--- src/design/lpid_pkg.sv ---
package lpid_pkg;

    // Field widths of the channels and the configuration port.
    localparam int LIGHT_W    = 10;
    localparam int GAIN_W     = 16;
    localparam int COUNT_W    = 16;
    localparam int TURN_W     = 16;
    localparam int DRIVE_W    = 8;
    localparam int MODE_W     = 2;
    localparam int CFG_IDX_W  = 3;
    localparam int CFG_DATA_W = 16;

    // Internal widths: error, integral increment and Q16.16 accumulator.
    localparam int ERR_W = 12;
    localparam int INC_W = 20;
    localparam int ACC_W = 32;

    // Loop mode codes. Any other non-zero code behaves as hold.
    localparam logic [MODE_W-1:0] LOOP_OFF  = 2'd0;
    localparam logic [MODE_W-1:0] LOOP_LINE = 2'd1;
    localparam logic [MODE_W-1:0] LOOP_HOLD = 2'd2;

    // Configuration register indexes.
    typedef enum logic [CFG_IDX_W-1:0] {
        CFG_PROP_GAIN    = 3'd0,
        CFG_INTEG_GAIN   = 3'd1,
        CFG_DERIV_GAIN   = 3'd2,
        CFG_LIGHT_TARGET = 3'd3,
        CFG_LOOP_MODE    = 3'd4,
        CFG_MANUAL_TURN  = 3'd5,
        CFG_TAIL_GAIN    = 3'd6,
        CFG_TAIL_TARGET  = 3'd7
    } t_cfg_idx;

    // Reset values of the configuration registers.
    localparam logic signed [GAIN_W-1:0] PROP_GAIN_RST    = 16'sd256;
    localparam logic signed [GAIN_W-1:0] TAIL_GAIN_RST    = 16'sd205;
    localparam logic [LIGHT_W-1:0]       LIGHT_TARGET_RST = 10'd600;

    // The increment is mag * 131.072 rounded: mag * 131 plus
    // (mag * 72 + 500) / 1000, the latter by a reciprocal multiply that is
    // exact for dividends below 2^18.
    localparam logic [18:0] INC_WHOLE  = 19'd131;
    localparam logic [17:0] INC_FRAC   = 18'd72;
    localparam logic [17:0] INC_ROUND  = 18'd500;
    localparam logic [18:0] INC_RECIP  = 19'd268436;

    // Tail duty limit in percent.
    localparam logic signed [DRIVE_W-1:0] DRIVE_MAX = 8'sd100;
    localparam logic signed [DRIVE_W-1:0] DRIVE_MIN = -8'sd100;

endpackage

--- src/design/lpid_if.sv ---
// Input channel: one light sample and one tail encoder count per transaction.
interface lpid_in_if;
    logic                                      valid;
    logic                                      ready;
    logic        [lpid_pkg::LIGHT_W-1:0]       light_sample;
    logic signed [lpid_pkg::COUNT_W-1:0]       tail_count;

    modport source (output valid, light_sample, tail_count, input ready);
    modport sink   (input valid, light_sample, tail_count, output ready);
endinterface

// Output channel: steering command, tail duty and saturation flag.
interface lpid_out_if;
    logic                                      valid;
    logic                                      ready;
    logic signed [lpid_pkg::TURN_W-1:0]        turn_out;
    logic signed [lpid_pkg::DRIVE_W-1:0]       tail_drive;
    logic                                      turn_saturated;

    modport source (output valid, turn_out, tail_drive, turn_saturated, input ready);
    modport sink   (input valid, turn_out, tail_drive, turn_saturated, output ready);
endinterface

--- src/design/line_pid_and_tail_p_controller.sv ---
// Line-following PID steering controller with a proportional tail loop.
//
// Input channel i_in carries one light sample and one tail encoder count
// per transaction; output channel o_out returns exactly one result for each
// input: the steering command, the tail duty in percent and a flag that is
// set when the integral or the turn saturated. Both channels use valid and
// ready; a transaction completes when both are high at a rising edge.
// Configuration registers are written through i_cfg_we, i_cfg_idx and
// i_cfg_data, one register per cycle; the user must see that they are
// written only while the block is empty, as the block does not enforce it.
//
// A new input is accepted every cycle while the receiver takes results;
// the error recurrence closes at the intake register and the Q16.16
// integral recurrence closes in the third stage. The remaining stages hold
// the gain multiplies and the final sum. When the receiver stalls, the five
// stages fill up and i_in.ready falls once no stage can move. Reset clears
// the pipeline, the last error and the integral, and loads the register
// reset values.
module line_pid_and_tail_p_controller (
    input  logic                                i_clk,
    input  logic                                i_rst_n,
    lpid_in_if.sink                             i_in,
    lpid_out_if.source                          o_out,
    input  logic                                i_cfg_we,
    input  logic [lpid_pkg::CFG_IDX_W-1:0]      i_cfg_idx,
    input  logic [lpid_pkg::CFG_DATA_W-1:0]     i_cfg_data
);

    // Configuration registers.
    logic signed [lpid_pkg::GAIN_W-1:0]  r_prop_gain;
    logic signed [lpid_pkg::GAIN_W-1:0]  r_integ_gain;
    logic signed [lpid_pkg::GAIN_W-1:0]  r_deriv_gain;
    logic        [lpid_pkg::LIGHT_W-1:0] r_light_target;
    logic        [lpid_pkg::MODE_W-1:0]  r_loop_mode;
    logic signed [lpid_pkg::TURN_W-1:0]  r_manual_turn;
    logic signed [lpid_pkg::GAIN_W-1:0]  r_tail_gain;
    logic signed [lpid_pkg::COUNT_W-1:0] r_tail_target;

    // Controller state.
    logic signed [lpid_pkg::ERR_W-1:0]   r_last_err;
    logic signed [lpid_pkg::ACC_W-1:0]   r_acc;

    // Stage valids and per-stage ready.
    logic r_v1, r_v2, r_v3, r_v4, r_v5;
    logic rdy1, rdy2, rdy3, rdy4, rdy5;

    // Stage 1: errors and tail error.
    logic signed [lpid_pkg::ERR_W-1:0]   r1_e, r1_pe, n_e;
    logic signed [lpid_pkg::COUNT_W:0]   r1_terr, n_terr;
    logic                                r1_off;

    // Stage 2: increment and gain products.
    logic signed [lpid_pkg::INC_W-1:0]   r2_inc, n_inc;
    logic signed [27:0]                  r2_pprod;
    logic signed [28:0]                  r2_dprod;
    logic signed [32:0]                  r2_tprod;
    logic signed [lpid_pkg::ERR_W:0]     diff;
    logic                                r2_off;

    // Stage 3: accumulator update and tail clamp.
    logic signed [lpid_pkg::ACC_W:0]     acc_sum;
    logic signed [lpid_pkg::ACC_W-1:0]   n_acc;
    logic                                acc_hit;
    logic signed [32:0]                  tail_adj;
    logic signed [24:0]                  tail_q;
    logic signed [lpid_pkg::DRIVE_W-1:0] n_drive;
    logic signed [27:0]                  r3_pprod;
    logic signed [28:0]                  r3_dprod;
    logic signed [lpid_pkg::DRIVE_W-1:0] r3_drive;
    logic                                r3_sat;
    logic                                r3_off;

    // Stage 4: integral product.
    logic signed [47:0]                  r4_iprod;
    logic signed [27:0]                  r4_pprod;
    logic signed [28:0]                  r4_dprod;
    logic signed [lpid_pkg::DRIVE_W-1:0] r4_drive;
    logic                                r4_sat;
    logic                                r4_off;

    // Stage 5: output register.
    logic signed [49:0]                  turn_sum;
    logic signed [49:0]                  turn_adj;
    logic signed [25:0]                  turn_q;
    logic signed [lpid_pkg::TURN_W-1:0]  n_turn;
    logic                                turn_hit;
    logic signed [lpid_pkg::TURN_W-1:0]  r5_turn;
    logic signed [lpid_pkg::DRIVE_W-1:0] r5_drive;
    logic                                r5_sat;

    // Configuration writes.
    always_ff @(posedge i_clk) begin
        if (!i_rst_n) begin
            r_prop_gain    <= lpid_pkg::PROP_GAIN_RST;
            r_integ_gain   <= '0;
            r_deriv_gain   <= '0;
            r_light_target <= lpid_pkg::LIGHT_TARGET_RST;
            r_loop_mode    <= lpid_pkg::LOOP_OFF;
            r_manual_turn  <= '0;
            r_tail_gain    <= lpid_pkg::TAIL_GAIN_RST;
            r_tail_target  <= '0;
        end else if (i_cfg_we) begin
            unique case (lpid_pkg::t_cfg_idx'(i_cfg_idx))
                lpid_pkg::CFG_PROP_GAIN:    r_prop_gain    <= $signed(i_cfg_data);
                lpid_pkg::CFG_INTEG_GAIN:   r_integ_gain   <= $signed(i_cfg_data);
                lpid_pkg::CFG_DERIV_GAIN:   r_deriv_gain   <= $signed(i_cfg_data);
                lpid_pkg::CFG_LIGHT_TARGET: r_light_target <= i_cfg_data[lpid_pkg::LIGHT_W-1:0];
                lpid_pkg::CFG_LOOP_MODE:    r_loop_mode    <= i_cfg_data[lpid_pkg::MODE_W-1:0];
                lpid_pkg::CFG_MANUAL_TURN:  r_manual_turn  <= $signed(i_cfg_data);
                lpid_pkg::CFG_TAIL_GAIN:    r_tail_gain    <= $signed(i_cfg_data);
                lpid_pkg::CFG_TAIL_TARGET:  r_tail_target  <= $signed(i_cfg_data);
                default:                    r_prop_gain    <= r_prop_gain;
            endcase
        end
    end

    // Each stage moves when it is empty or the stage after it moves.
    assign rdy5        = !r_v5 || o_out.ready;
    assign rdy4        = !r_v4 || rdy5;
    assign rdy3        = !r_v3 || rdy4;
    assign rdy2        = !r_v2 || rdy3;
    assign rdy1        = !r_v1 || rdy2;
    assign i_in.ready  = rdy1;

    always_ff @(posedge i_clk) begin
        if (!i_rst_n) begin
            r_v1 <= 1'b0;
            r_v2 <= 1'b0;
            r_v3 <= 1'b0;
            r_v4 <= 1'b0;
            r_v5 <= 1'b0;
        end else begin
            if (rdy1) begin
                r_v1 <= i_in.valid;
            end
            if (rdy2) begin
                r_v2 <= r_v1;
            end
            if (rdy3) begin
                r_v3 <= r_v2;
            end
            if (rdy4) begin
                r_v4 <= r_v3;
            end
            if (rdy5) begin
                r_v5 <= r_v4;
            end
        end
    end

    // Intake: line mode follows the sample, hold mode keeps the last error.
    always_comb begin
        if (r_loop_mode == lpid_pkg::LOOP_LINE) begin
            n_e = $signed({2'b00, i_in.light_sample}) - $signed({2'b00, r_light_target});
        end else begin
            n_e = r_last_err;
        end
        n_terr = {r_tail_target[lpid_pkg::COUNT_W-1], r_tail_target}
               - {i_in.tail_count[lpid_pkg::COUNT_W-1], i_in.tail_count};
    end

    always_ff @(posedge i_clk) begin
        if (!i_rst_n) begin
            r_last_err <= '0;
        end else if (rdy1 && i_in.valid && r_loop_mode != lpid_pkg::LOOP_OFF) begin
            r_last_err <= n_e;
        end
    end

    always_ff @(posedge i_clk) begin
        if (rdy1 && i_in.valid) begin
            r1_e    <= n_e;
            r1_pe   <= r_last_err;
            r1_terr <= n_terr;
            r1_off  <= (r_loop_mode == lpid_pkg::LOOP_OFF);
        end
    end

    // Stage 2: integral increment and the proportional, derivative, tail products.
    lpid_incr u_incr (
        .i_err      (r1_e),
        .i_prev_err (r1_pe),
        .o_inc      (n_inc)
    );

    assign diff = {r1_e[lpid_pkg::ERR_W-1], r1_e} - {r1_pe[lpid_pkg::ERR_W-1], r1_pe};

    always_ff @(posedge i_clk) begin
        if (rdy2 && r_v1) begin
            r2_inc   <= n_inc;
            r2_pprod <= r_prop_gain * r1_e;
            r2_dprod <= r_deriv_gain * diff;
            r2_tprod <= r_tail_gain * r1_terr;
            r2_off   <= r1_off;
        end
    end

    // Stage 3: saturating accumulator; tail product divided by 256 toward
    // zero and clamped to the duty range.
    always_comb begin
        acc_sum = {r_acc[lpid_pkg::ACC_W-1], r_acc}
                + {{(lpid_pkg::ACC_W + 1 - lpid_pkg::INC_W){r2_inc[lpid_pkg::INC_W-1]}},
                   r2_inc};
        acc_hit = (acc_sum[lpid_pkg::ACC_W] != acc_sum[lpid_pkg::ACC_W-1]);
        if (acc_hit) begin
            n_acc = acc_sum[lpid_pkg::ACC_W] ? {1'b1, {(lpid_pkg::ACC_W-1){1'b0}}}
                                             : {1'b0, {(lpid_pkg::ACC_W-1){1'b1}}};
        end else begin
            n_acc = acc_sum[lpid_pkg::ACC_W-1:0];
        end

        tail_adj = r2_tprod + (r2_tprod[32] ? 33'sd255 : 33'sd0);
        tail_q   = tail_adj[32:8];
        priority if (tail_q > 25'(lpid_pkg::DRIVE_MAX)) begin
            n_drive = lpid_pkg::DRIVE_MAX;
        end else if (tail_q < 25'(lpid_pkg::DRIVE_MIN)) begin
            n_drive = lpid_pkg::DRIVE_MIN;
        end else begin
            n_drive = tail_q[lpid_pkg::DRIVE_W-1:0];
        end
    end

    always_ff @(posedge i_clk) begin
        if (!i_rst_n) begin
            r_acc <= '0;
        end else if (rdy3 && r_v2 && !r2_off) begin
            r_acc <= n_acc;
        end
    end

    always_ff @(posedge i_clk) begin
        if (rdy3 && r_v2) begin
            r3_pprod <= r2_pprod;
            r3_dprod <= r2_dprod;
            r3_drive <= n_drive;
            r3_sat   <= acc_hit && !r2_off;
            r3_off   <= r2_off;
        end
    end

    // Stage 4: integral term. The accumulator still holds this item's value.
    always_ff @(posedge i_clk) begin
        if (rdy4 && r_v3) begin
            r4_iprod <= r_integ_gain * r_acc;
            r4_pprod <= r3_pprod;
            r4_dprod <= r3_dprod;
            r4_drive <= r3_drive;
            r4_sat   <= r3_sat;
            r4_off   <= r3_off;
        end
    end

    // Stage 5: Q26.24 sum, divided by 2^24 toward zero, saturated to 16 bits.
    always_comb begin
        turn_sum = {{6{r4_pprod[27]}}, r4_pprod, 16'd0}
                 + {{2{r4_iprod[47]}}, r4_iprod}
                 + {{5{r4_dprod[28]}}, r4_dprod, 16'd0};
        turn_adj = turn_sum + (turn_sum[49] ? 50'sd16777215 : 50'sd0);
        turn_q   = turn_adj[49:24];
        turn_hit = 1'b1;
        priority if (turn_q > 26'sd32767) begin
            n_turn = 16'sd32767;
        end else if (turn_q < -26'sd32768) begin
            n_turn = -16'sd32768;
        end else begin
            n_turn   = turn_q[lpid_pkg::TURN_W-1:0];
            turn_hit = 1'b0;
        end
    end

    always_ff @(posedge i_clk) begin
        if (rdy5 && r_v4) begin
            r5_turn  <= r4_off ? r_manual_turn : n_turn;
            r5_drive <= r4_drive;
            r5_sat   <= !r4_off && (r4_sat || turn_hit);
        end
    end

    assign o_out.valid          = r_v5;
    assign o_out.turn_out       = r5_turn;
    assign o_out.tail_drive     = r5_drive;
    assign o_out.turn_saturated = r5_sat;

    // The tail duty never leaves its percent range.
    a_drive_range: assert property (@(posedge i_clk) disable iff (!i_rst_n)
        r_v5 |-> (r5_drive <= lpid_pkg::DRIVE_MAX && r5_drive >= lpid_pkg::DRIVE_MIN))
        else $error("tail duty out of range");

    // Outside line mode the error repeats, so the derivative input is zero.
    a_hold_diff: assert property (@(posedge i_clk) disable iff (!i_rst_n)
        (r_v1 && !r1_off && r_loop_mode != lpid_pkg::LOOP_LINE) |-> (r1_e == r1_pe))
        else $error("hold mode error changed");

    // In off mode neither the integral nor the last error moves.
    a_off_state: assert property (@(posedge i_clk) disable iff (!i_rst_n)
        (r_loop_mode == lpid_pkg::LOOP_OFF && !i_cfg_we)
            |=> ($stable(r_acc) && $stable(r_last_err)))
        else $error("controller state changed in off mode");

endmodule

--- src/design/lpid_incr.sv ---
// Trapezoidal integral increment: (e + e_prev) * 131.072 in Q16.16,
// rounded to nearest with ties away from zero.
module lpid_incr (
    input  logic signed [lpid_pkg::ERR_W-1:0] i_err,
    input  logic signed [lpid_pkg::ERR_W-1:0] i_prev_err,
    output logic signed [lpid_pkg::INC_W-1:0] o_inc
);

    logic signed [lpid_pkg::ERR_W:0] sum_err;
    logic        [lpid_pkg::ERR_W:0] abs_err;
    logic        [10:0]              mag;
    logic        [17:0]              frac_num;
    logic        [36:0]              frac_prod;
    logic        [8:0]               frac_q;
    logic        [18:0]              inc_mag;

    // Both errors stay within +/-1023, so the magnitude fits in 11 bits.
    assign sum_err = {i_err[lpid_pkg::ERR_W-1], i_err}
                   + {i_prev_err[lpid_pkg::ERR_W-1], i_prev_err};
    assign abs_err = sum_err[lpid_pkg::ERR_W] ? (~sum_err + 1'b1) : sum_err;
    assign mag     = abs_err[10:0];

    // Fractional part of the scale factor, divided by 1000 via reciprocal.
    assign frac_num  = {7'd0, mag} * lpid_pkg::INC_FRAC + lpid_pkg::INC_ROUND;
    assign frac_prod = {19'd0, frac_num} * {18'd0, lpid_pkg::INC_RECIP};
    assign frac_q    = frac_prod[36:28];

    // Whole part plus fraction, then the sign of the error sum.
    assign inc_mag = {8'd0, mag} * lpid_pkg::INC_WHOLE + {10'd0, frac_q};
    assign o_inc   = sum_err[lpid_pkg::ERR_W] ? -$signed({1'b0, inc_mag})
                                              : $signed({1'b0, inc_mag});

endmodule
--- src/flat_wrapper.sv ---
// flat-port wrapper written by rule: the top's interface ports become plain ports
module line_pid_and_tail_p_controller_flat 
  (i_clk, i_rst_n, i_cfg_we, i_cfg_idx, i_cfg_data, i_in_valid, i_in_light_sample, i_in_tail_count, i_in_ready, o_out_valid, o_out_turn_out, o_out_tail_drive, o_out_turn_saturated, o_out_ready);
  lpid_in_if i_in_i ();
  lpid_out_if o_out_i ();
  input  logic i_clk;
  input  logic i_rst_n;
  input  logic i_cfg_we;
  input  logic [lpid_pkg::CFG_IDX_W-1:0] i_cfg_idx;
  input  logic [lpid_pkg::CFG_DATA_W-1:0] i_cfg_data;
  input wire logic [$bits(i_in_i.valid)-1:0] i_in_valid;
  input wire logic [$bits(i_in_i.light_sample)-1:0] i_in_light_sample;
  input wire logic [$bits(i_in_i.tail_count)-1:0] i_in_tail_count;
  output wire logic [$bits(i_in_i.ready)-1:0] i_in_ready;
  output wire logic [$bits(o_out_i.valid)-1:0] o_out_valid;
  output wire logic [$bits(o_out_i.turn_out)-1:0] o_out_turn_out;
  output wire logic [$bits(o_out_i.tail_drive)-1:0] o_out_tail_drive;
  output wire logic [$bits(o_out_i.turn_saturated)-1:0] o_out_turn_saturated;
  input wire logic [$bits(o_out_i.ready)-1:0] o_out_ready;
  assign i_in_i.valid = i_in_valid;
  assign i_in_i.light_sample = i_in_light_sample;
  assign i_in_i.tail_count = i_in_tail_count;
  assign i_in_ready = i_in_i.ready;
  assign o_out_valid = o_out_i.valid;
  assign o_out_turn_out = o_out_i.turn_out;
  assign o_out_tail_drive = o_out_i.tail_drive;
  assign o_out_turn_saturated = o_out_i.turn_saturated;
  assign o_out_i.ready = o_out_ready;
  line_pid_and_tail_p_controller u_core (.i_clk(i_clk), .i_rst_n(i_rst_n), .i_in(i_in_i), .o_out(o_out_i), .i_cfg_we(i_cfg_we), .i_cfg_idx(i_cfg_idx), .i_cfg_data(i_cfg_data));
endmodule
--- config.mk ---
export PLATFORM = sky130hd
export DESIGN_NAME = line_pid_and_tail_p_controller_flat
export DESIGN_NICKNAME = d
export VERILOG_FILES = /design/src/design/lpid_pkg.sv /design/src/design/lpid_if.sv /design/src/design/line_pid_and_tail_p_controller.sv /design/src/design/lpid_incr.sv /design/src/flat_wrapper.sv
export SDC_FILE = /design/constraint.sdc
export NUM_CORES = 2
export LEC_CHECK = 0
export BUFFER_PORTS_ARGS = -buffer_cell sky130_fd_sc_hd__buf_2
export CAP_MARGIN = 10
export CORE_MARGIN = 3
export CORE_UTILIZATION = 56
export DETAILED_ROUTE_END_ITERATION = 12
export PLACE_DENSITY = 0.84
export SETUP_SLACK_MARGIN = 0.1
export SLEW_MARGIN = 20
export SYNTH_ARGS = -nofsm -noshare
export SYNTH_HDL_FRONTEND = slang
export SYNTH_SLANG_ARGS = --single-unit
--- constraint.sdc ---
create_clock -name i_clk -period 24.9 [get_ports i_clk]
set_clock_uncertainty 0.15 [all_clocks]
set_input_delay 3.735 -clock i_clk [delete_from_list [all_inputs] [get_ports i_clk]]
set_output_delay 3.735 -clock i_clk [all_outputs]
set_load 0.05 [all_outputs]
Word level (Yosys, flattened, before mapping) --
Cells that the tools add are included.
Storage, ports and cells: input bits 50, memory bits (writable) 0, ROM bits 0, bits in latches 0, flip-flop bits (word level) 517, memories 0, logic and storage cells 121
Cells by class: shifts and indexed selects 0, mux-type cells 13, order comparisons 4, divide/modulo/power cells 0, equal/unequal tests 9, $add $sub $neg 13, reduce and logical (&&, ||, !) cells 34, $mul 7, bitwise operators 1
Operators by type and width (count):
- 50-bit adder | 2
- 32-bit 2-to-1 mux | 2
- 44-bit by 48-bit adder with 49-bit output | 1
- 16-bit by 32-bit multiplier with 48-bit output | 1
- 16-bit 2-to-1 mux | 3
- 18-bit by 17-bit multiplier with 35-bit output, second input constant | 1
- 32-bit by 20-bit adder with 33-bit output | 1
- 33-bit adder | 1
- 16-bit by 17-bit multiplier with 33-bit output | 1
- 16-bit by 13-bit multiplier with 29-bit output | 1
- 16-bit by 12-bit multiplier with 28-bit output | 1
- 26-bit by 16-bit > comparator with 1-bit output, second input constant | 1
- 26-bit by 16-bit < comparator with 1-bit output, second input constant | 1
- 25-bit by 8-bit > comparator with 1-bit output, second input constant | 1
- 25-bit by 8-bit < comparator with 1-bit output, second input constant | 1
- 24-bit 2-to-1 mux | 1
- 19-bit negation with 20-bit output | 1
- 19-bit by 9-bit adder with 19-bit output | 1
- 11-bit by 8-bit multiplier with 19-bit output, second input constant | 1
- 19-bit 2-to-1 mux | 1
- 18-bit by 9-bit adder with 18-bit output, second input constant | 1
- 16-bit by 16-bit subtractor with 17-bit output | 1
- 8-bit 2-to-1 mux | 2
- 2-bit AND reduction | 8
- other kinds (21) | 45

Depth between registers and ports, before layout --
depth after elaboration 10, gate-level depth with buffers 64, mapped depth without buffers 63

Modules after synthesis --
From an unflattened synthesis, not the netlist that was laid out.
Second synthesis, totals: cell total of the unflattened synthesis 7488, area, all modules 72369.4 µm²
By module, submodules not included:
- line_pid_and_tail_p_controller | times used 1, area an instance 66120.9 µm², cells each 6764
- lpid_incr | times used 1, area an instance 6248.5 µm², cells each 724

Least setup slack after synthesis --
Ideal clock, no wire load.
kind reg-to-reg, start reg u_core.r1_pe[0] in the netlist's numbering, end reg u_core.r2_inc[18] in the netlist's numbering (data pin), period minus slack after synthesis 13.365 ns, slack 11.535 ns, path buffers 1, cell stages (with the launch flop) 63, setup time 0.258 ns, required time 24.492 ns, arrival 12.957 ns, cells stage by stage edfxtp_1 -> ha_1 -> fa_1 -> nor2b_1 -> o211ai_1 -> nand3_1 -> o2111ai_1 -> and2_1 -> clkbuf_1 -> nand2_1 -> xnor2_1 -> inv_1 -> ha_1 -> ha_1 -> inv_1 -> fa_1 -> inv_1 -> a21o_1 -> [27 not listed] -> fa_1 -> inv_1 -> ha_1 -> ha_1 -> inv_1 -> fa_1 -> inv_1 -> a21oi_1 -> o21bai_1 -> a21o_1 -> a21o_1 -> a31oi_1 -> o21a_1 -> maj3_1 -> or3_1 -> a2111oi_2 -> a31oi_1 -> xnor2_1
Between the ends: longest elaborated chain between the ends 10, elaborated cells between the ends (all ways) 11, classes of those cells add/sub (5); mul (3); mux (2); bitwise (1)
Ends and longest elaborated chain:
- from (decl) | line line_pid_and_tail_p_controller.sv:48 | logic signed [lpid_pkg::ERR_W-1:0] r1_e, r1_pe, n_e;
- from (signal assigned) | line line_pid_and_tail_p_controller.sv:173 | r1_pe <= r_last_err;
- 12-bit by 12-bit adder with 13-bit output (*) | line lpid_incr.sv:19 | + {i_prev_err[lpid_pkg::ERR_W-1], i_prev_err};
- 11-bit inverter | line lpid_incr.sv:20 | assign abs_err = sum_err[lpid_pkg::ERR_W] ? (~sum_err + 1'b1) : sum_err;
- 11-bit by 1-bit adder with 11-bit output | line lpid_incr.sv:20
- 11-bit 2-to-1 mux | line lpid_incr.sv:20
- 11-bit by 4-bit multiplier with 15-bit output | line lpid_incr.sv:24 | assign frac_num = {7'd0, mag} * lpid_pkg::INC_FRAC + lpid_pkg::INC_ROUND;
- 18-bit by 9-bit adder with 18-bit output | line lpid_incr.sv:24
- 18-bit by 17-bit multiplier with 35-bit output | line lpid_incr.sv:25 | assign frac_prod = {19'd0, frac_num} * {18'd0, lpid_pkg::INC_RECIP};
- 19-bit by 9-bit adder with 19-bit output | line lpid_incr.sv:29 | assign inc_mag = {8'd0, mag} * lpid_pkg::INC_WHOLE + {10'd0, frac_q};
- 19-bit negation with 20-bit output | line lpid_incr.sv:30 | assign o_inc = sum_err[lpid_pkg::ERR_W] ? -$signed({1'b0, inc_mag})
- 19-bit 2-to-1 mux (*) | line lpid_incr.sv:30
- net u_core.n_inc, one bit | line line_pid_and_tail_p_controller.sv:53 | logic signed [lpid_pkg::INC_W-1:0] r2_inc, n_inc;
- to (signal assigned) | line line_pid_and_tail_p_controller.sv:190 | r2_inc <= n_inc;
- to (decl) | line line_pid_and_tail_p_controller.sv:53
The timed path passes the listed nets; every way through them passes the cells marked *. A chain may end at the register's enable or synchronous reset.

Worst setup path after layout --
start reg u_core.r1_e[0] in the netlist's numbering, end reg u_core.r2_inc[18] in the netlist's numbering (data pin)
Between the ends: longest elaborated chain between the ends 10, elaborated cells between the ends (all ways) 11, classes of those cells add/sub (5); mul (3); mux (2); bitwise (1)
Ends and longest elaborated chain:
- from (decl) | line line_pid_and_tail_p_controller.sv:48
- from (signal assigned) | line line_pid_and_tail_p_controller.sv:172 | r1_e <= n_e;
- 12-bit by 12-bit adder with 13-bit output (*) | line lpid_incr.sv:19
- 11-bit inverter | line lpid_incr.sv:20
- 11-bit by 1-bit adder with 11-bit output | line lpid_incr.sv:20
- 11-bit 2-to-1 mux | line lpid_incr.sv:20
- 11-bit by 4-bit multiplier with 15-bit output | line lpid_incr.sv:24
- 18-bit by 9-bit adder with 18-bit output | line lpid_incr.sv:24
- 18-bit by 17-bit multiplier with 35-bit output | line lpid_incr.sv:25
- 19-bit by 9-bit adder with 19-bit output | line lpid_incr.sv:29
- 19-bit negation with 20-bit output | line lpid_incr.sv:30
- 19-bit 2-to-1 mux (*) | line lpid_incr.sv:30
- net u_core.n_inc, one bit | line line_pid_and_tail_p_controller.sv:53
Marked as above.

==> run summary <==
For this run, the slowest stage of the critical path takes 670 ps. The most used flip-flop cell after synthesis is sky130_fd_sc_hd__edfxtp_1. The top fanout value on the critical path is 18. The number of setup violations in the final report came out at 0. The first global-routing pass estimated 300000 µm of wire. The register area is 0.01395 mm². The average wire length per cell after detail routing came out at 19.74 µm. The post-placement cell area came out at 0.07507 mm².

The placement-stage worst setup slack came out at 9196 ps. The post-CTS setup-driven buffer insertion count is 0. The cell at the root of the clock tree is sky130_fd_sc_hd__clkbuf_16. For the worst setup path, the data required time is 25120 ps.

The average cell area after synthesis is 9.589 µm². The via count of the first global-routing pass is 56610. The maximum clock insertion buffer count is 3. By area the synthesized netlist is led by sky130_fd_sc_hd__fa_1 (33%), sky130_fd_sc_hd__edfxtp_1 (15%), sky130_fd_sc_hd__ha_1 (12%). The number of warnings reported in the yosys synthesis log is 0. The synthesized instance count is 7604. For this run, design rule violations remaining after detail routing come to 0. The area growth from synthesis to layout is 5.665%. Counting flops with a built-in enable in the synthesized netlist gives 360. The net count of the mapped netlist is 9535. Setup repair after global routing left no endpoint under its margin. The violation count after the first detailed-routing iteration is 4372. The TritonCTS buffer count came out at 55. The full die area is 0.1346 mm². The die boundary width is 366.8 µm.

The worst setup path is captured at a register. The vias after detailed routing came out at 53620. The average via count per standard cell came out at 5.746. The arrival time reported for the critical path endpoint is 16000 ps.

In this run, synthesis produced a sequential element count of 517. The number of max-cap violations came out at 0. The H-tree level count came out at 2. Measured along the y axis, the die boundary spans 366.8 µm. Static timing analysis puts the maximum clock frequency at 0.06335 GHz. Fill cells in the final layout number 10220. 77 I/O pins were placed.

The clock slew seen by the registers of the worst setup and hold paths is 70 ps. The worst pin sits at a relative slew slack of 24.65%. The number of distinct library cell variants in the gate-level netlist after synthesis came out at 94. For the pin with the worst max-slew slack, the measured transition is 1125 ps. The number of gates resized after CTS is 0. The count of clock tree sinks is 517. The ratio of final minimum period to clock period is 63.40%.

After detailed routing, the total wire length is 184200 µm. The routability congestion estimate came out at 0.9608. The flow ran to the end, and the final reports show no timing, DRC or antenna violations.

The final-report hold violation count is 0. The total global routing track utilization came out at 27.80%. The post-route minimum period is 15790 ps. The multi-input combinational cell area came out at 0.05274 mm². The first-pass iteration count of the detailed router is 6. The portion of the post-synthesis area used by sequential elements came out at 19.14%. Of all cell types, the one taking the most synthesized area is sky130_fd_sc_hd__fa_1. The TritonCTS clock tree is yes. For this run, the post-layout net count is 9484. The critical path start-end classification is reg -> reg. In the layout the commonest cells are sky130_fd_sc_hd__inv_1 (1415), sky130_fd_sc_hd__fa_1 (1193), sky130_fd_sc_hd__nand2_1 (1039). For the final routed database, the setup TNS stands at 0 ps.

In this run the tool buffered the top-level ports with 76 buffer cells. The residual antenna-violating net count after detailed routing is 0. Leaving out fill and tap cells, the most frequent cell in the layout is sky130_fd_sc_hd__inv_1. The final global-route overflow total came out at 0. The starting density of the core is 56.81%.

The area of all placed cells without fillers came out at 0.07704 mm². Detailed placement finished with a half-perimeter wire length of 144900 µm. The area of the core is 0.1283 mm². The number of pins exceeding their max-slew limit in the final report is 0. In this run, post-CTS hold repair placed 0 buffers.

The worst hold margin is 236.5 ps. After layout, the worst setup slack is 9115 ps. The worst setup path is launched from a register. Entering global routing, the biggest net connects 100 pins. The async set-or-reset flop fraction in the synthesized netlist came out at 0%.

The number of placement rows is 131. The clock latency of the later-clocked register in the worst-skew pair is 660 ps. The tightest min-delay check is of the reg -> reg type.

The library cell appearing most often on the critical path is sky130_fd_sc_hd__ha_1. The cell area that synthesis handed to floorplanning was 0.07291 mm². The number of antenna violations at the first check in global routing came to 2. The cell with the largest stage delay on the worst path is sky130_fd_sc_hd__xnor2_1. The share of synthesized area in the top cell type comes to 32.76%.

The post-route netlist has 3.895% of its cells at a drive strength greater than 1.
==> state kept, by name (all words and copies together), names as in the netlist, 16 cells and up <==
signal	cells
u_core.r_prop_gain	16
u_core.r_manual_turn	16
u_core.r2_dprod	29
u_core.r_deriv_gain	16
u_core.r4_pprod	28
u_core.o_out.turn_out	16
u_core.r_integ_gain	16
u_core.r2_pprod	28
u_core.r_tail_gain	16
u_core.r2_tprod	33
u_core.r4_dprod	29
u_core.r4_iprod	48
u_core.r2_inc	20
u_core.r3_pprod	28
u_core.r_tail_target	16
u_core.r1_terr	17
u_core.r3_dprod	29
u_core.r_acc	32
==> worst max-delay path, delay by kind of cell, from the launching register on <==
kind,cells,cell delay (ps)
AOI/OAI and AO/OA,21,4610
xor gates and xnor gates,4,1340
adders and majority gates,17,5600
buffers and inverters,3,330
DFF,1,640
muxes,1,190
and+or+nand+nor,11,2700
==> routing by layer <==
layer	vias up	GRT usage [%]	share of wire, %
li1	23900	-	-
met1	26830	36.81	40
met2	2415	45.22	47
met3	466	5.378	9.3
met4	2	11.06	4.3
met5	-	0	0.0071
==> logic make-up after synthesis <==
group,after synthesis,share of synthesized area (%)
XOR/XNOR,330,3.985
flip-flops,517,19.14
multiplexers,9,0.1321
buffers and inverters,1674,8.626
adder cells (fa/ha/maj),1910,44.96
AND/OR/NAND/NOR,2196,14.43
AO/OA/AOI/OAI,968,8.731
==> per-stage QoR <==
step	util (%)	cells
after floorplan	-	7604
after global placement	58.50	9223
after detailed placement	58.50	9223
after CTS	59.98	9327
after global routing	60.03	9329
final	60.03	9331
==> Yosys cell counts, drive strengths merged (94+ instances only) <==
| master | number |
|---|---|
| xnor2 | 236 |
| nor2 | 220 |
| o21ai | 182 |
| dfxtp | 157 |
| edfxtp | 360 |
| a21oi | 249 |
| inv | 1418 |
| fa | 1193 |
| a21boi | 130 |
| a21o | 112 |
| ha | 688 |
| nand2 | 1039 |
| nand2b | 111 |
| and2 | 440 |
| xor2 | 94 |
| clkbuf | 250 |
==> area by class of cell <==
class	instances	share of cell area, %
Multi-Input combinational cell	5413	68.46
Sequential cell	517	18.11
Inverter	1419	6.914
Tap cell	1729	2.808
Clock buffer	72	2.043
Timing Repair Buffer	147	1.231
Clock inverter	32	0.4287
Antenna cell	2	0.006496
==> path summary, 6_finish.rpt <==
check,start,end,slack (ps),cells after the start
worst min register to register,u_core.r3_dprod[3],u_core.r4_dprod[3],240,0
worst max-delay path,u_core.r1_e[0],u_core.r2_inc[18],9110,57
worst min-delay path,u_core.r3_dprod[3],u_core.r4_dprod[3],240,0
worst max register to register,u_core.r1_e[0],u_core.r2_inc[18],9110,57
Power is left out: the tool's default activity adds up to more than one toggle a clock period on the data nets, which glitch-free logic cannot reach.
